<file path="src/rtl/core/set_assoc_lru_writeback_cache_tags_assert.svh">
// Assertion macros for the cache tag store back end.
`ifndef SET_ASSOC_LRU_WRITEBACK_CACHE_TAGS_ASSERT_SVH
`define SET_ASSOC_LRU_WRITEBACK_CACHE_TAGS_ASSERT_SVH

// Checks a consequence in the same cycle as its cause.
`define SALC_ASSERT_NOW(name, ante, cons, msg) \
    name: assert property (@(posedge aclk) disable iff (!aresetn) (ante) |-> (cons)) \
        else $error(msg);

// Checks a consequence in the cycle after its cause.
`define SALC_ASSERT_NEXT(name, ante, cons, msg) \
    name: assert property (@(posedge aclk) disable iff (!aresetn) (ante) |=> (cons)) \
        else $error(msg);

`endif

</file>
<file path="src/rtl/core/salc_pkg.sv">
// Shared types, constants and helper functions of the cache tag store.
package salc_pkg;

    localparam int NUM_SETS_DEF = 64;
    localparam int NUM_WAYS_DEF = 4;
    localparam int TAG_BITS_DEF = 20;

    localparam int CMD_W = 2;
    localparam int SET_IN_W = 6;
    localparam int TAG_IN_W = 20;
    localparam int WB_TAG_W = 20;
    localparam int COST_W = 16;
    localparam int CNT_W = 32;

    localparam int APB_ADDR_W = 3;
    localparam int APB_DATA_W = 32;

    localparam logic [COST_W-1:0] HIT_TIME_RST = 16'd1;
    localparam logic [COST_W-1:0] MISS_TIME_RST = 16'd100;

    localparam logic REG_HIT_TIME = 1'b0;
    localparam logic REG_MISS_TIME = 1'b1;

    localparam int QUEUE_DEPTH = 2;
    localparam int QPTR_W = 1;

    typedef enum logic [CMD_W-1:0] {
        OP_READ  = 2'd0,
        OP_WRITE = 2'd1,
        OP_FETCH = 2'd2,
        OP_FILL  = 2'd3
    } op_t;

    typedef struct packed {
        op_t  op;
        logic fill_dirty;
    } cls_t;

    typedef struct packed {
        logic                hit;
        logic                writeback_needed;
        logic [WB_TAG_W-1:0] writeback_tag;
        logic [COST_W-1:0]   access_cost;
        logic [CNT_W-1:0]    hit_count;
        logic [CNT_W-1:0]    miss_count;
        logic [CNT_W-1:0]    clean_evict_count;
        logic [CNT_W-1:0]    dirty_evict_count;
    } res_t;

    typedef enum logic {
        B_IDLE,
        B_EXEC
    } back_state_t;

    function automatic int idx_w(input int n);
        return (n > 1) ? $clog2(n) : 1;
    endfunction

endpackage

</file>
<file path="src/rtl/core/salc_front.sv">
// Front stage: accepts input beats, decodes the command and normalizes set and tag.
module salc_front #(
    parameter int NUM_SETS = salc_pkg::NUM_SETS_DEF,
    parameter int TAG_BITS = salc_pkg::TAG_BITS_DEF
) (
    input  logic                                   aclk,
    input  logic                                   aresetn,
    input  logic                                   s_valid,
    output logic                                   s_ready,
    input  logic [salc_pkg::CMD_W-1:0]             s_cmd,
    input  logic [salc_pkg::SET_IN_W-1:0]          s_set_index,
    input  logic [salc_pkg::TAG_IN_W-1:0]          s_tag,
    input  logic                                   s_fill_dirty,
    output logic                                   f_valid,
    input  logic                                   f_ready,
    output salc_pkg::cls_t                         f_cls,
    output logic [salc_pkg::idx_w(NUM_SETS)-1:0]   f_set,
    output logic [TAG_BITS-1:0]                    f_tag
);
    import salc_pkg::*;

    localparam int SET_W = idx_w(NUM_SETS);
    localparam int SET_TAB_N = 2 ** SET_IN_W;
    localparam int TAG_KEEP = (TAG_BITS < TAG_IN_W) ? TAG_BITS : TAG_IN_W;

    logic             valid_reg;
    cls_t             cls_reg;
    logic [SET_W-1:0] set_reg;
    logic [TAG_BITS-1:0] tag_reg;

    logic [SET_W-1:0]    wrap_tab [SET_TAB_N];
    cls_t                cls_next;
    logic [SET_W-1:0]    set_next;
    logic [TAG_BITS-1:0] tag_next;
    logic                accept;

    always_comb begin
        for (int i = 0; i < SET_TAB_N; i++) begin
            wrap_tab[i] = SET_W'(i % NUM_SETS);
        end
        set_next = wrap_tab[s_set_index];
        tag_next = '0;
        for (int b = 0; b < TAG_KEEP; b++) begin
            tag_next[b] = s_tag[b];
        end
        cls_next.op = op_t'(s_cmd);
        cls_next.fill_dirty = s_fill_dirty;
    end

    assign s_ready = !valid_reg || f_ready;
    assign accept = s_valid && s_ready;

    always_ff @(posedge aclk) begin
        if (!aresetn) begin
            valid_reg <= 1'b0;
        end else if (accept) begin
            valid_reg <= 1'b1;
        end else if (f_ready) begin
            valid_reg <= 1'b0;
        end
    end

    always_ff @(posedge aclk) begin
        if (accept) begin
            cls_reg <= cls_next;
            set_reg <= set_next;
            tag_reg <= tag_next;
        end
    end

    assign f_valid = valid_reg;
    assign f_cls = cls_reg;
    assign f_set = set_reg;
    assign f_tag = tag_reg;

endmodule

</file>
<file path="config.mk">
export PLATFORM = sky130hd
export DESIGN_NAME = salc_front
export DESIGN_NICKNAME = d
export VERILOG_FILES = /design/src/rtl/core/set_assoc_lru_writeback_cache_tags_assert.svh /design/src/rtl/core/salc_pkg.sv /design/src/rtl/core/salc_front.sv
export SDC_FILE = /design/constraint.sdc
export NUM_CORES = 1
export LEC_CHECK = 0
export BUFFER_PORTS_ARGS = -buffer_cell sky130_fd_sc_hd__buf_2
export CAP_MARGIN = 20
export CORE_MARGIN = 2
export CORE_UTILIZATION = 45
export CTS_BUF_LIST = sky130_fd_sc_hd__clkbuf_8
export DETAILED_ROUTE_END_ITERATION = 10
export GPL_TIMING_DRIVEN = 0
export PLACE_DENSITY = 0.9
export SYNTH_ARGS = -nofsm -noshare
export SYNTH_HDL_FRONTEND = slang
export SYNTH_SLANG_ARGS = --single-unit
</file>
<file path="constraint.sdc">
create_clock -name aclk -period 1.6 [get_ports aclk]
set_input_delay 0.32 -clock aclk [delete_from_list [all_inputs] [get_ports aclk]]
set_output_delay 0.32 -clock aclk [all_outputs]
set_load 0.01 [all_outputs]
</file>
# --- Yosys cells after proc, flatten, opt, wreduce, memory -nomap -nowiden ---
# Memories as Yosys holds them, arrays and structs flattened. A register that Yosys moved wholly into a read port is not among the register bits.
# Index checks and enable logic that the tools add are counted.
totals:
  regBits: 24
  latchBits: 0
  mem_bits_rw: 0
  romBits: 384
  inputBits: 33
  elab_cells: 12
  mem_count: 1
mem_list:
  columns: ["memory", "depth", "width", "rd", "rd_ports_with_merged_regs", "wr", "line_no", "text"]
  rows:
  - ["(name not given)", 64, 6, 1, 1, 0, "salc_front.sv:41", "set_next = wrap_tab[s_set_index];"]
op_classes:
  add_sub_neg: 0
  multipliers: 0
  div: 0
  magnitude_cmp: 0
  eq_ne: 0
  shift: 0
  mux: 2
  bitwise: 1
  n_reduce_logical: 4
op_table:
  columns: ["cell", "n"]
  rows:
  - ["NOT 6 -> 7 bit", 1]
  - ["2-to-1 mux 1 bit", 2]
  - ["nonzero test 2 bit", 1]
  - ["logical AND 1 bit", 1]
  - ["zero test 1 bit", 1]
  - ["logical OR 1 bit", 1]

# --- Depth between registers and ports, before layout ---
depth:
  ltp_word: 4
  mapped_depth: 2
  mapped_depth_nobuf: 2

# --- Least setup slack after synthesis ---
# Ideal clock, no wire load.
synth_path:
  kind: "input port to flip-flop"
  from: "input f_ready"
  to: "register cls_reg (netlist bit f_cls[0]) (enable)"
  setup_ps: 334
  t_arrival_ps: 774
  required_ps: 1266
  slack_ps: 492
  path_stages: 2
  path_buffers: 0
  cell_sequence: "nand2b_4 > and2_4"
synth_between:
  elab_chain_cells: 2
synth_rtl:
  columns: ["item", "line_no", "text"]
  rows:
  - ["start, declared", "salc_front.sv:15", "input logic f_ready,"]
  - ["logical OR 1 bit", "salc_front.sv:50", "assign s_ready = !valid_reg || f_ready;"]
  - ["logical AND 1 bit", "salc_front.sv:51", "assign accept = s_valid && s_ready;"]
  - ["named net accept", "salc_front.sv:35", "logic accept;"]
  - ["end signal, assigned", "salc_front.sv:65", "cls_reg <= cls_next;"]
  - ["end, declared", "salc_front.sv:27", "cls_t cls_reg;"]
# The timed path passes the listed nets, and every way through them passes these cells.
# A chain may end at the register's enable or synchronous reset.

# --- Worst setup path in the final report ---
layout_path:
  from: "register valid_reg (netlist: f_valid)"
  to: "output s_ready"
layout_between:
  elab_chain_cells: 2
layout_rtl:
  columns: ["item", "line_no", "text"]
  rows:
  - ["start, declared", "salc_front.sv:26", "logic valid_reg;"]
  - ["start signal, assigned", "salc_front.sv:55", "valid_reg <= 1'b0;"]
  - ["start signal, assigned", "salc_front.sv:57", "valid_reg <= 1'b1;"]
  - ["start signal, assigned", "salc_front.sv:59", "valid_reg <= 1'b0;"]
  - ["zero test 1 bit", "salc_front.sv:50", null]
  - ["logical OR 1 bit", "salc_front.sv:50", null]
  - ["end, declared", "salc_front.sv:9", "output logic s_ready,"]
# Every way passes these cells.

==> qor.yml <==
initial_core_util_pct: 47.3
critPathKind: "register to output port"
io_buffers: 63
grt_pass1_wl_um: 2400
synthTopCellsByArea: "edfxtp_1 94%, dfxtp_1 2.2%, nand2b_4 1.5%"
rsz0062_at_grt: "false"
worst_pin_slew_ns: 0.365
timing.setup.tns_ns: 0
fp.coreArea_um2: 1960
drcViolationCount: 0
setup_viol: 0
wl_per_cell_um: 13.3
dieArea_um2: 2440
yosysTopAreaCellShare_pct: 93.8
synthToLayoutAreaGrowth_pct: 46.4
pin_count: 64
die_h_um: 49.4
synthCells: 34
p_comb_share_pct: 8.1
vias: 593
clock-sinks: 30
power.switching_uw: 327
antenna_found_initial: 0
fin_hold_ws_ns: 0.220
clock.fmax_ghz: 0.860
drive_gt1_share_pct: 68.6
place_congestion: 0.646
path_clk_slew_ns: 0.06
grt_pass1_vias: 549
cp.required_ns: 1.28
p_seq_share_pct: 58.2
cts_buffers: 5
grt_max_degree: 30
seq_area_frac_synth_pct: 96.0
num_rows: 16
syn_nets: 67
finalHoldViolations: 0
drtAntennaViolNets: 0
hold_path.class: "input pin to register"
grt_overflow: 0
leakagePower_uw: 0.000604
cts_resized: 0
cts_setup_buffers: 0
place_area_um2: 1280
antennaDiodeCount: 0
postSynthAreaPerCell_um2: 27.3
fin_crit_ns: 1.16
syn_area_um2: 928
startpoint_type: "register"
routed_via_density: 4.49
ir_worst_vdd_uv: 873
clk_path_buf_depth: 2
clock_latency_ns: 0.27
cts_tree: "yes"
htree_levels: 2
synth_cell_type_count: 6
worstSetupEndpointType: "output port"
die_x_um: 49.4
cts_hold_buf: 0
cp.arrival_ns: 0.84
nNetsFinal: 137
finalCritPeriodShare_pct: 72.7
drtIter0Drc: 2
p_int_uw: 1270
synth_area_leader_cell: "edfxtp_1"
final_area_um2: 1360
ys_ff_latch: 30
clock_skew_ns: 0.00186
sw_frac_of_total_pct: 20.5
layout_commonest_cell: "buf_2"
slew_headroom_pct: 75.7
maxCapViolCount: 0
wl_um: 1750
grt_usage_pct: 14.7
fillers: 144
path_max_fanout: 3
clock_power_share_pct: 33.7
status: "completed"
drv_slew: 0
mostFrequentLayoutCells: "63 x buf_2, 29 x edfxtp_1, 5 x clkbuf_8"
drt_pass1_iterations: 2
yosys_warnings: 0
p_per_area_nw_per_um2: 1170
root_buffer: "clkbuf_8"
==> cell type report <==
class	count	area [µm²]	share of cell area (%)
flip-flops and latches	30	891	65.6
well taps	27	33.8	2.49
repair buffers	63	315	23.2
clock inverters	3	12.5	0.921
clock buffers	5	68.8	5.06
inverters	1	3.75	0.276
multi-input cells	3	33.8	2.49
==> registers in the layout, indices dropped and copies added (netlist names) <==
register	cells
f_valid	1
f_tag	20
f_set	6
f_cls	3
==> logic make-up (layout without fill, tap and decap cells) <==
kind of cell | count (synthesis) | count (layout) | synth area share [%]
AOI/OAI and AO/OA | 1 | 1 | 1.21
and+or+nand+nor | 2 | 2 | 2.43
DFF | 30 | 30 | 96.0
buffers and inverters | 1 | 72 | 0.404
==> stage by stage <==
stage	power (µW)	utilization (%)	std cells	setup slack (ns)
global route	1660	69.3	132	0.398
global placement	1070	65.1	124	0.374
detailed placement	1080	65.1	124	0.352
CTS	1610	69.3	132	0.423
floorplan	991	-	34	0.492
finish	1600	69.3	132	0.437
==> cell usage after synthesis <==
cell type and n:
dfxtp_1 1, nand2b_4 1, inv_1 1, and2_4 1
a21boi_2 1, edfxtp_1 29
==> worst paths after layout <==
check                           startpoint   endpoint  slack, ns  depth (start not counted)
worst max-delay path               f_valid    s_ready       0.44                          2
worst max register to register     f_valid  f_tag[12]       0.47                          2
worst min-delay path             s_tag[15]  f_tag[15]       0.22                          1
worst min register to register     f_valid    f_valid       0.50                          2
==> routing by layer <==
metal	share of wire, %	GRT usage [%]	up-vias
met5	0	0	-
met4	1.8	8.33	0
met3	14	9.20	4
met2	48	23.9	48
met1	36	14.1	271
li1	-	-	270
==> critical path, cell delays in order (launching register included) <==
cell and delay, ns:
dfxtp_1 0.37, nand2b_4 0.07, buf_2 0.14
==> power by group through the flow <==
stage / combinational, µW / clock, µW / sequential [µW]
6_report: 129 / 538 / 928
3_3_place_gp: 126 / 0 / 942
5_1_grt: 139 / 590 / 931
3_5_place_dp: 131 / 0 / 945
4_1_cts: 131 / 552 / 929
2_1_floorplan: 21.2 / 0 / 970
Power figures use the tool's default switching activity.
