[config.mk]
export PLATFORM = sky130hd
export DESIGN_NAME = salc_queue
export DESIGN_NICKNAME = d
export VERILOG_FILES = /design/src/rtl/core/set_assoc_lru_writeback_cache_tags_assert.svh /design/src/rtl/core/salc_pkg.sv /design/src/rtl/core/salc_queue.sv
export SDC_FILE = /design/constraint.sdc
export NUM_CORES = 1
export LEC_CHECK = 0
export BUFFER_PORTS_ARGS = -buffer_cell sky130_fd_sc_hd__buf_2
export CAP_MARGIN = 20
export CORE_UTILIZATION = 49
export DETAILED_ROUTE_END_ITERATION = 12
export GPL_TIMING_DRIVEN = 1
export PLACE_DENSITY_LB_ADDON = 0.05
export SLEW_MARGIN = 20
export SYNTH_ARGS = -nofsm -noshare
export SYNTH_HDL_FRONTEND = slang
export SYNTH_SLANG_ARGS = --single-unit
[constraint.sdc]
create_clock -name aclk -period 1.98 [get_ports aclk]
set_input_delay 0.396 -clock aclk [delete_from_list [all_inputs] [get_ports aclk]]
set_output_delay 0.396 -clock aclk [all_outputs]
set_load 0.03 [all_outputs]
[src/rtl/core/set_assoc_lru_writeback_cache_tags_assert.svh]
// Assertion macros for the cache tag store back end.
`ifndef SET_ASSOC_LRU_WRITEBACK_CACHE_TAGS_ASSERT_SVH
`define SET_ASSOC_LRU_WRITEBACK_CACHE_TAGS_ASSERT_SVH

// Checks a consequence in the same cycle as its cause.
`define SALC_ASSERT_NOW(name, ante, cons, msg) \
    name: assert property (@(posedge aclk) disable iff (!aresetn) (ante) |-> (cons)) \
        else $error(msg);

// Checks a consequence in the cycle after its cause.
`define SALC_ASSERT_NEXT(name, ante, cons, msg) \
    name: assert property (@(posedge aclk) disable iff (!aresetn) (ante) |=> (cons)) \
        else $error(msg);

`endif

[src/rtl/core/salc_pkg.sv]
// Shared types, constants and helper functions of the cache tag store.
package salc_pkg;

    localparam int NUM_SETS_DEF = 64;
    localparam int NUM_WAYS_DEF = 4;
    localparam int TAG_BITS_DEF = 20;

    localparam int CMD_W = 2;
    localparam int SET_IN_W = 6;
    localparam int TAG_IN_W = 20;
    localparam int WB_TAG_W = 20;
    localparam int COST_W = 16;
    localparam int CNT_W = 32;

    localparam int APB_ADDR_W = 3;
    localparam int APB_DATA_W = 32;

    localparam logic [COST_W-1:0] HIT_TIME_RST = 16'd1;
    localparam logic [COST_W-1:0] MISS_TIME_RST = 16'd100;

    localparam logic REG_HIT_TIME = 1'b0;
    localparam logic REG_MISS_TIME = 1'b1;

    localparam int QUEUE_DEPTH = 2;
    localparam int QPTR_W = 1;

    typedef enum logic [CMD_W-1:0] {
        OP_READ  = 2'd0,
        OP_WRITE = 2'd1,
        OP_FETCH = 2'd2,
        OP_FILL  = 2'd3
    } op_t;

    typedef struct packed {
        op_t  op;
        logic fill_dirty;
    } cls_t;

    typedef struct packed {
        logic                hit;
        logic                writeback_needed;
        logic [WB_TAG_W-1:0] writeback_tag;
        logic [COST_W-1:0]   access_cost;
        logic [CNT_W-1:0]    hit_count;
        logic [CNT_W-1:0]    miss_count;
        logic [CNT_W-1:0]    clean_evict_count;
        logic [CNT_W-1:0]    dirty_evict_count;
    } res_t;

    typedef enum logic {
        B_IDLE,
        B_EXEC
    } back_state_t;

    function automatic int idx_w(input int n);
        return (n > 1) ? $clog2(n) : 1;
    endfunction

endpackage

[src/rtl/core/salc_queue.sv]
// Short queue that decouples the front stage from the tag store back end.
module salc_queue #(
    parameter int WIDTH = 8
) (
    input  logic             aclk,
    input  logic             aresetn,
    input  logic             in_valid,
    output logic             in_ready,
    input  logic [WIDTH-1:0] in_data,
    output logic             out_valid,
    input  logic             out_ready,
    output logic [WIDTH-1:0] out_data
);
    import salc_pkg::*;

    logic [WIDTH-1:0]  buf_reg [QUEUE_DEPTH];
    logic [QPTR_W-1:0] wptr_reg;
    logic [QPTR_W-1:0] rptr_reg;
    logic [QPTR_W:0]   cnt_reg;
    logic [QPTR_W:0]   cnt_next;
    logic              push;
    logic              pop;

    assign in_ready = cnt_reg != (QPTR_W + 1)'(QUEUE_DEPTH);
    assign out_valid = cnt_reg != '0;
    assign out_data = buf_reg[rptr_reg];
    assign push = in_valid && in_ready;
    assign pop = out_valid && out_ready;

    always_comb begin
        cnt_next = cnt_reg;
        if (push && !pop) begin
            cnt_next = cnt_reg + 1'b1;
        end else if (pop && !push) begin
            cnt_next = cnt_reg - 1'b1;
        end
    end

    always_ff @(posedge aclk) begin
        if (!aresetn) begin
            wptr_reg <= '0;
            rptr_reg <= '0;
            cnt_reg <= '0;
        end else begin
            cnt_reg <= cnt_next;
            if (push) begin
                wptr_reg <= wptr_reg + 1'b1;
            end
            if (pop) begin
                rptr_reg <= rptr_reg + 1'b1;
            end
        end
    end

    always_ff @(posedge aclk) begin
        if (push) begin
            buf_reg[wptr_reg] <= in_data;
        end
    end

endmodule

## After elaboration in Yosys (flattened, before gate mapping)

Memories as Yosys holds them, arrays and structs flattened. A register that Yosys moved wholly into a read port is not among the register bits.
Index checks and enable logic that the tools add are counted.

| storage, ports and cells | value |
|---|---|
| bits in registers | 4 |
| memories | 1 |
| RAM bits | 16 |
| word-level logic and storage cells | 23 |

Memories:

| name | words | bits a word | rd ports | clocked after memory_dff | write ports | line | text |
|---|---|---|---|---|---|---|---|
| buf_reg | 2 | 8 | 1 | 1 | 1 | salc_queue.sv:16 | `logic [WIDTH-1:0] buf_reg [QUEUE_DEPTH];` |

| operators by class | value |
|---|---|
| equal/unequal tests | 1 |
| reductions and logical operators | 8 |
| multiplexer cells | 6 |
| add/sub/neg operators | 4 |

Operators with widths:

| cell | count |
|---|---|
| 1-bit logical AND | 4 |
| 1-bit 2-to-1 mux | 4 |
| 2-bit 2-to-1 mux | 2 |
| 2-bit nonzero test | 2 |
| 1-bit adder, second input constant | 2 |
| 2-bit by 1-bit adder with 2-bit output, second input constant | 1 |
| 1-bit zero test | 2 |
| 2-bit inequality test, second input constant | 1 |
| 2-bit by 1-bit subtractor with 2-bit output, second input constant | 1 |

## Depth between registers and ports, before layout

Gate-level depths: netlist (run 1).

| depth | value |
|---|---|
| word-level depth | 6 |
| mapped depth | 6 |
| depth with buffers taken out | 6 |

## Least setup slack after synthesis (run 1)

No wires, ideal clock.

| timing | value |
|---|---|
| kind | register -> register |
| start point | register cnt_reg[0] |
| end point | register cnt_reg[1] |
| setup slack | 413 ps |
| cell stages (with the launch flop) | 6 |
| setup time | 70 ps |
| clock period less this slack | 1567 ps |
| path buffers | 0 |
| data required time | 1910 ps |
| data arrival time | 1497 ps |
| cells stage by stage | dfxtp_1 > nand2b_4 > and2_1 > ha_1 > or3_1 > a21oi_1 |

| between the ends | value |
|---|---|
| longest elaborated chain between the ends | 5 |

RTL lines:

| element | line | text |
|---|---|---|
| from (decl) | salc_queue.sv:19 | `logic [QPTR_W:0] cnt_reg;` |
| from (signal assigned) | salc_queue.sv:45 | `cnt_reg <= cnt_next;` |
| 2-bit inequality test (*) | salc_queue.sv:24 | `assign in_ready = cnt_reg != (QPTR_W + 1)'(QUEUE_DEPTH);` |
| via in_ready | salc_queue.sv:8 | `output logic in_ready,` |
| 1-bit logical AND (*) | salc_queue.sv:27 | `assign push = in_valid && in_ready;` |
| via push | salc_queue.sv:21 | `logic push;` |
| 1-bit zero test | salc_queue.sv:34 | `end else if (pop && !push) begin` |
| 1-bit logical AND | salc_queue.sv:34 |  |
| 2-bit nonzero test (no source line) | n/a |  |

Mark *: on every way through the listed nets, which the timed path passes. The rest lies on a longest branch. The select of a mux whose other input is x is not followed.
A chain may end at the register's enable or synchronous reset.

==> results.toml, run 1 <==
[placed_design]
gpl.final_weighted_congestion = 0.692
dpl.hpwl_um = 798
port_buffers = 21
pre_cts_worst_setup_slack_ps = 415

[clock_tree]
htree_levels = 1
tritoncts_clock_tree = "done"
clkLatencyLatePin_ps = 300
cts.repair.resized = 0
postCtsSetupBuffers = 0
cts.root.buffer_cell = "sky130_fd_sc_hd__clkbuf_4"
clkTransAtPathRegs_ps = 100
cts_buffer_count = 3
cts.path.max_buffers = 2
cts_hold_buf = 0
cts_num_sinks = 21

[synthesis]
synth_enable_flop_cells = 16
post_synth_most_frequent_cells = "sky130_fd_sc_hd__edfxtp_1, sky130_fd_sc_hd__mux2_2, sky130_fd_sc_hd__dfxtp_1, sky130_fd_sc_hd__nor2_1, sky130_fd_sc_hd__xor2_1"
synth.avg_cell_area_um2 = 16.2
yosys-top-cells-area = "sky130_fd_sc_hd__edfxtp_1, sky130_fd_sc_hd__dfxtp_1, sky130_fd_sc_hd__mux2_2"
post_synth_arst_share_pct = 0
postSynthRegisterBits = 21
ys_seq_area_share_pct = 71.7
netlist_instances = 50
commonest_register_cell_after_synthesis = "sky130_fd_sc_hd__edfxtp_1"
netlist.area_leader.share_pct = 59.4
post_synth_num_cell_types = 17
mapped_cell_area_um2 = 810
synth.yosys.warnings = 0
library_cell_with_the_highest_instance_count_after_synthesis = "sky130_fd_sc_hd__edfxtp_1"
synth_area_leader_cell = "sky130_fd_sc_hd__edfxtp_1"
syn-num-nets = 63

[setup_path]
cp_data_arrival_time_ps = 1380
worst_setup_path_end_kind = "primary output"
path_max_fanout = 8
critPathRequiredTime_ps = 1580
cp-start-kind = "flop"
kind_of_critical_path = "reg -> out"

[detailed_routing]
drt_wl_total_um = 1130
routed_wire_length_per_instance_um = 12.6
drt-initial-drc-count = 4
detail_route.vias_per_cell = 5.07
route.vias.total = 456
drc = 0
first_pass_iters = 3
postRouteAntennaNets = 0

[floorplan]
num_rows = 14
die-height_um = 42.6
design.core.area_mm2 = 0.00152
initial_core_util_pct = 53.1
floorplan.die_area_mm2 = 0.00182
floorplan.io_pins = 22
die_wd_um = 42.6

[pwr]
largest_vdd_supply_drop_mv = 0.645
p_int_uw = 823
power_switching_uw = 451
share_seq_of_total_power_pct = 48.2
p_leak_nw = 0.387
swShare_pct = 35.4
share_clk_of_total_power_pct = 15.6
cellPowerDensity_mw_per_mm2 = 1330
share_comb_of_total_power_pct = 36.2

[finish]
fillers = 119
largest_reg_flops = 16
area_growth_syn_to_layout_pct = 18.1
final_layout_size_suffix_gt1_share_pct = 47.3
insertedDiodeCount = 0
nNetsFinal = 88

[sta]
setup_repair_after_global_routing_missed_its_margin = "false"
report.final.hold_viol_count = 0
report.final.setup_viol = 0
worstMarginPinSlew_ps = 397
maxClockFrequency_ghz = 0.562
finalCritPeriodShare_pct = 89.9
setup_ws_ps = 199
maxSlewHeadroom_pct = 73.5
slew_viol_final = 0
worst_clock_skew_ps = 2.26
period_needed_ps = 1780
setup-tns-final_ps = 0

[grt]
global_route.usage.total_pct = 15.0
grt_start_max_net_pins = 12
antenna_found_initial = 0
overflow_after_grt = 0
grt_first_pass_wirelength_um = 1930
first_global_vias = 446

[worst_hold_path]
hold_class = "in -> reg"

[status]
status = "finished, final reports clean"

[flow_run]
max_cap_violations = 0
per-stage QoR:
| step | power [mW] | cells | hold WS [ps] | cell area, µm² | utilization [%] |
|---|---|---|---|---|---|
| finish | 1.27 | 90 | 280 | 956 | 62.7 |
| global route | 1.35 | 90 | 269 | 956 | 62.7 |
| CTS | 1.29 | 90 | 278 | 956 | 62.7 |
| detailed placement | 1.09 | 86 | 504 | 930 | 61.0 |
| global placement | 1.08 | 86 | 511 | 930 | 61.0 |
| floorplan | 0.979 | 50 | 472 | 810 | - |
kinds of logic after synthesis:
| kind of cell | Yosys count | synth area share (%) |
|---|---|---|
| simple gates | 9 | 7.11 |
| flops | 21 | 71.7 |
| xor+xnor | 3 | 3.25 |
| compound gates | 5 | 3.71 |
| buf+inv | 3 | 1.55 |
| fa+ha+maj | 1 | 1.55 |
| mux | 8 | 11.1 |
final cells by class:
type	instances	area [µm²]	area share, %
Inverter	2	7.51	0.785
Clock buffer	4	26.3	2.75
Timing Repair Buffer	21	105	11.0
Sequential cell	21	581	60.7
Multi-Input combinational cell	26	216	22.6
Tap cell	16	20.0	2.09
power groups by stage:
stage	clock, mW	combinational [mW]	sequential (mW)
after floorplan	0	0.381	0.598
after global placement	0	0.458	0.626
after detailed placement	0	0.462	0.627
after CTS	0.201	0.468	0.617
after global routing	0.222	0.499	0.626
final	0.199	0.461	0.615
placed cells by master (no fill, tap or decap):
| master | instances |
|---|---|
| sky130_fd_sc_hd__and3_1 | 1 |
| sky130_fd_sc_hd__a21bo_2 | 1 |
| sky130_fd_sc_hd__nor2_1 | 3 |
| sky130_fd_sc_hd__dfxtp_1 | 5 |
| sky130_fd_sc_hd__ha_1 | 1 |
| sky130_fd_sc_hd__o21ai_0 | 2 |
| sky130_fd_sc_hd__a21oi_1 | 2 |
| sky130_fd_sc_hd__nand2b_4 | 1 |
| sky130_fd_sc_hd__and2_1 | 1 |
| sky130_fd_sc_hd__edfxtp_1 | 16 |
| sky130_fd_sc_hd__xor2_1 | 3 |
| sky130_fd_sc_hd__mux2_2 | 8 |
| sky130_fd_sc_hd__clkbuf_1 | 1 |
| sky130_fd_sc_hd__or3_1 | 1 |
| sky130_fd_sc_hd__inv_1 | 2 |
| sky130_fd_sc_hd__clkbuf_4 | 3 |
| sky130_fd_sc_hd__nand3b_1 | 1 |
| sky130_fd_sc_hd__or2_2 | 1 |
| sky130_fd_sc_hd__buf_2 | 21 |
final timing paths:
| check | end | slack, ps | startpoint | cells after the start |
|---|---|---|---|---|
| worst min-delay path | buf_reg[1][5] | 280 | in_data[5] | 1 |
| worst max register to register | cnt_reg[1] | 370 | cnt_reg[0] | 5 |
| worst min register to register | flop | 530 | rptr_reg | 2 |
| worst max-delay path | out_data[0] | 200 | flop | 2 |
worst max-delay path, stage by stage (launching register included):
cell	delay, ps
sky130_fd_sc_hd__dfxtp_1	530
sky130_fd_sc_hd__mux2_2	380
sky130_fd_sc_hd__buf_2	180
metal layers:
layer | vias up | global-route usage (%) | routed length, µm
li1 | 229 | - | -
met1 | 210 | 16.8 | 480
met2 | 12 | 25.2 | 576
met3 | 5 | 3.88 | 45
met4 | 0 | 9.38 | 29
met5 | - | 0 | 0
(Power assumes the default switching activity.)
==> run 2: changes to the inputs <==
--- a/config.mk
+++ b/config.mk
@@ -11,6 +11,7 @@
 export DETAILED_ROUTE_END_ITERATION = 12
 export GPL_TIMING_DRIVEN = 1
 export PLACE_DENSITY_LB_ADDON = 0.05
+export REMOVE_ABC_BUFFERS = 1
 export SLEW_MARGIN = 20
 export SYNTH_ARGS = -nofsm -noshare
 export SYNTH_HDL_FRONTEND = slang
==> results.toml, run 2 (synthesis results as in run 1) <==
[status]
status = "finished, final reports clean"

[floorplan]
num_rows = 14
die-height_um = 42.6
floorplan.die_area_mm2 = 0.00182
design.core.area_mm2 = 0.00152
initial_core_util_pct = 53.1
floorplan.io_pins = 22
die_wd_um = 42.6

[setup_path]
critPathRequiredTime_ps = 1580
crit_path_cell_trace = "mux2_2 -> buf_2"
cp-start-kind = "flop"
kind_of_critical_path = "reg -> out"
critical-path-slowest-cell = "sky130_fd_sc_hd__dfxtp_1"
path_max_fanout = 8
r2r_slack_ps = 390
critical_path.max_stage_delay_ps = 550
cp_data_arrival_time_ps = 1400
r2r_end = "cnt_reg[1]"
worst_r2r_path_depth = 5
worst_setup_path_end_kind = "primary output"
rr_startpoint = "cnt_reg[0]"

[finish]
final_layout_size_suffix_gt1_share_pct = 48.6
stdcell_area_um2 = 957
nNetsFinal = 88
largest_reg_flops = 16
insertedDiodeCount = 0
mostFrequentLayoutCell = "sky130_fd_sc_hd__buf_2"
area_growth_syn_to_layout_pct = 18.2
highest_count_cells_in_the_layout_ignoring_fill_and_taps = "sky130_fd_sc_hd__buf_2, sky130_fd_sc_hd__edfxtp_1, sky130_fd_sc_hd__mux2_2"

[clock_tree]
cts_hold_buf = 0
clkLatencyLatePin_ps = 300
tritoncts_clock_tree = "done"
cts.path.max_buffers = 2
cts.root.buffer_cell = "sky130_fd_sc_hd__clkbuf_4"
cts_num_sinks = 21
clkTransAtPathRegs_ps = 120
cts.repair.resized = 0
htree_levels = 1
postCtsSetupBuffers = 0
cts_buffer_count = 3

[detailed_routing]
routed_wire_length_per_instance_um = 12.4
drt_wl_total_um = 1120
drc = 0
route.vias.total = 472
drt-initial-drc-count = 6
detail_route.vias_per_cell = 5.24
first_pass_iters = 3
postRouteAntennaNets = 0

[pwr]
share_clk_of_total_power_pct = 15.6
cellPowerDensity_mw_per_mm2 = 1330
swShare_pct = 35.5
share_comb_of_total_power_pct = 35.8
largest_vdd_supply_drop_mv = 0.650
share_seq_of_total_power_pct = 48.6
p_int_uw = 819
power_switching_uw = 451
p_leak_nw = 0.390

[worst_hold_path]
hold_class = "in -> reg"
hold_depth = 1
min_delay_worst_endpoint = "buf_reg[1][4]"
min-delay-start = "in_data[4]"

[grt]
global_route.usage.total_pct = 13.7
antenna_found_initial = 0
grt_start_max_net_pins = 13
first_global_vias = 446
overflow_after_grt = 0
grt_first_pass_wirelength_um = 1780

[sta]
maxSlewHeadroom_pct = 75.2
worstMarginPinSlew_ps = 372
setup-tns-final_ps = 0
worst_clock_skew_ps = 9.46
setup_repair_after_global_routing_missed_its_margin = "false"
setup_ws_ps = 183
report.final.setup_viol = 0
finalCritPeriodShare_pct = 90.7
worst_hold_slack_ps = 275
maxClockFrequency_ghz = 0.557
report.final.hold_viol_count = 0
slew_viol_final = 0
period_needed_ps = 1800

[placed_design]
dpl.hpwl_um = 850
gpl.final_weighted_congestion = 0.698
post_dp_cell_area_um2 = 930
pre_cts_worst_setup_slack_ps = 403
port_buffers = 21

[flow_run]
max_cap_violations = 0
## run 2: cell types whose count changed in the layout (fill, tap and decap cells not counted)
cell                       change
sky130_fd_sc_hd__clkbuf_1      -1
sky130_fd_sc_hd__clkinv_2      +1
## run 2: routing by layer
layer  vias to the layer above  part of all wire [%]  global-route usage [%]
li1                        232                     -                       -
met1                       224                    42                    16.0
met2                        14                    53                    23.3
met3                         2                   3.1                    3.88
met4                         0                   1.2                    5.63
met5                         -                     0                       0
## run 2: worst max path at each step
stage             endpoint  slack [ps]  depth (start not counted)
3_3_place_gp    cnt_reg[1]         440                          5
6_report       out_data[2]         180                          2
3_5_place_dp    cnt_reg[1]         400                          5
2_1_floorplan   cnt_reg[1]         410                          5
5_1_grt        out_data[7]         110                          2
4_1_cts        out_data[2]         130                          2
## run 2: critical path, delay by kind of cell, from the launching register on
kind	cells	cell delay, ps
buffers and inverters	1	180
muxes	1	380
DFF	1	550
## run 2: cell type report
class                      count  area (µm²)
tap                           16        20.0
inverter                       2        7.51
sequential                    21         581
fill                         125         567
clock buffer                   3        22.5
clock inverter                 1        5.00
multi-input combinational     26         216
timing repair buffer          21         105
## run 2: metrics by stage
| stage | total power, mW | utilization [%] | instances |
|---|---|---|---|
| after floorplan | 0.973 | - | 49 |
| after global placement | 1.08 | 61.0 | 86 |
| after detailed placement | 1.09 | 61.0 | 86 |
| after CTS | 1.29 | 62.8 | 90 |
| after global routing | 1.35 | 62.8 | 90 |
| final | 1.27 | 62.8 | 90 |
## run 2: power groups by stage
stage / logic, mW / registers, mW / clock network, mW
2_1_floorplan: 0.360 / 0.613 / 0
3_3_place_gp: 0.455 / 0.626 / 0
3_5_place_dp: 0.460 / 0.630 / 0
4_1_cts: 0.461 / 0.621 / 0.209
5_1_grt: 0.493 / 0.628 / 0.224
6_report: 0.455 / 0.617 / 0.198
==> run 3: changes to the inputs <==
--- a/config.mk
+++ b/config.mk
@@ -12,6 +12,7 @@
 export GPL_TIMING_DRIVEN = 1
 export PLACE_DENSITY_LB_ADDON = 0.05
 export REMOVE_ABC_BUFFERS = 1
+export SKIP_LAST_GASP = 1
 export SLEW_MARGIN = 20
 export SYNTH_ARGS = -nofsm -noshare
 export SYNTH_HDL_FRONTEND = slang
==> constraint.sdc (replaced) <==
create_clock -name aclk -period 1.7 [get_ports aclk]
set_input_delay 0.34 -clock aclk [delete_from_list [all_inputs] [get_ports aclk]]
set_output_delay 0.34 -clock aclk [all_outputs]
set_load 0.03 [all_outputs]
==> results.toml, run 3 (synthesis results as in run 1) <==
[status]
status = "finished, final reports clean"

[finish]
final_layout_size_suffix_gt1_share_pct = 49.3
fillers = 124
nNetsFinal = 89
largest_reg_flops = 16
mostFrequentLayoutCell = "sky130_fd_sc_hd__buf_2"
final_core_util_pct = 63.3
area_growth_syn_to_layout_pct = 19.2
highest_count_cells_in_the_layout_ignoring_fill_and_taps = "sky130_fd_sc_hd__buf_2, sky130_fd_sc_hd__edfxtp_1, sky130_fd_sc_hd__mux2_2"
insertedDiodeCount = 0

[sta]
report.final.setup_viol = 0
finalCritPeriodShare_pct = 95.9
maxSlewHeadroom_pct = 74.9
worst_clock_skew_ps = 2.84
slew_viol_final = 0
setup-tns-final_ps = 0
report.final.hold_viol_count = 0
worstMarginPinSlew_ps = 376
maxClockFrequency_ghz = 0.613
setup_repair_after_global_routing_missed_its_margin = "false"
period_needed_ps = 1630

[detailed_routing]
routed_wire_length_per_instance_um = 12.3
drc = 0
postRouteAntennaNets = 0
first_pass_iters = 4
drt_wl_total_um = 1120
drt-initial-drc-count = 6
route.vias.total = 468
detail_route.vias_per_cell = 5.14

[setup_path]
critPathRequiredTime_ps = 1360
critical-path-slowest-cell = "sky130_fd_sc_hd__dfxtp_2"
cp-start-kind = "flop"
cp_data_arrival_time_ps = 1290
kind_of_critical_path = "reg -> out"
critical_path.max_stage_delay_ps = 450
worst_r2r_path_depth = 5
path_max_fanout = 8
r2r_end = "cnt_reg[1]"
rr_startpoint = "cnt_reg[0]"
crit_path_cell_trace = "mux2_2 -> buf_2"
worst_setup_path_end_kind = "primary output"
r2r_slack_ps = 120

[placed_design]
port_buffers = 21
dpl.hpwl_um = 817
gpl.final_weighted_congestion = 0.680

[flow_run]
max_cap_violations = 0

[pwr]
p_leak_nw = 0.392
largest_vdd_supply_drop_mv = 0.956
fin_total_pwr_mw = 1.50
cellPowerDensity_mw_per_mm2 = 1550

[floorplan]
initial_core_util_pct = 53.1
floorplan.die_area_mm2 = 0.00182
die_wd_um = 42.6
die-height_um = 42.6
floorplan.io_pins = 22
design.core.area_mm2 = 0.00152
num_rows = 14

[clock_tree]
clkLatencyLatePin_ps = 300
htree_levels = 1
tritoncts_clock_tree = "done"
cts.root.buffer_cell = "sky130_fd_sc_hd__clkbuf_4"
cts_buffer_count = 3
cts_num_sinks = 21
clkTransAtPathRegs_ps = 110
cts.path.max_buffers = 2
postCtsSetupBuffers = 0

[worst_hold_path]
min_delay_worst_endpoint = "buf_reg[0][7]"
hold_depth = 1
hold_class = "in -> reg"
min-delay-start = "in_data[7]"

[grt]
grt_start_max_net_pins = 12
antenna_found_initial = 0
grt_first_pass_wirelength_um = 1690
global_route.usage.total_pct = 13.5
overflow_after_grt = 0
first_global_vias = 424
-- run 3: changes by cell type in the layout (fill, tap and decap cells not counted) --
cell and delta:
sky130_fd_sc_hd__buf_4 +1, sky130_fd_sc_hd__clkinv_2 -1, sky130_fd_sc_hd__dfxtp_2 +1, sky130_fd_sc_hd__clkbuf_1 +1, sky130_fd_sc_hd__dfxtp_1 -1
-- run 3: cell type report --
class | instances | area, µm² | share of cell area [%]
tap | 16 | 20.0 | 2.08
inverter | 2 | 7.51 | 0.778
sequential | 21 | 582 | 60.3
clock buffer | 4 | 26.3 | 2.72
multi-input combinational | 26 | 216 | 22.4
timing repair buffer | 22 | 113 | 11.7
-- run 3: how the worst max path moves through the flow --
stage	to	slack, ps
floorplan	cnt_reg[1]	130
global placement	cnt_reg[1]	170
detailed placement	cnt_reg[1]	130
CTS	out_data[2]	40
global route	out_data[2]	20
finish	out_data[6]	70
-- run 3: power by group --
group / switching [mW] / internal (mW)
clock: 0.143 / 0.0915
sequential: 0.0673 / 0.653
combinational: 0.316 / 0.225
total: 0.526 / 0.969
-- run 3: repair_timing --
item | CTS | global route
setup endpoints to repair | 8 | 0
hold buffers | 0 | 0
endpoints found under the hold margin | 0 | 0
resized for setup | 1 | 0
-- run 3: layer usage --
| layer | vias to the layer above | global-route usage [%] | wire, µm |
|---|---|---|---|
| met5 | - | 0 | 0 |
| met4 | 0 | 9.38 | 21 |
| li1 | 234 | - | - |
| met3 | 2 | 2.59 | 42 |
| met2 | 14 | 21.8 | 560 |
| met1 | 218 | 16.0 | 498 |
-- run 3: per-stage QoR --
| step | hold slack (ps) | setup slack, ps | std cells | area (µm²) |
|---|---|---|---|---|
| final | 221 | 69.3 | 91 | 965 |
| after floorplan | 439 | 133 | 49 | 805 |
| after detailed placement | 510 | 132 | 87 | 937 |
| after global routing | 208 | 23.4 | 91 | 965 |
| after global placement | 485 | 169 | 87 | 937 |
| after CTS | 212 | 38.2 | 91 | 965 |
-- run 3: worst max-delay path: cells and delay by family (launching register included) --
kind / cells / cell delay [ps]
buffers and inverters: 1 / 180
muxes: 1 / 360
DFF: 1 / 450
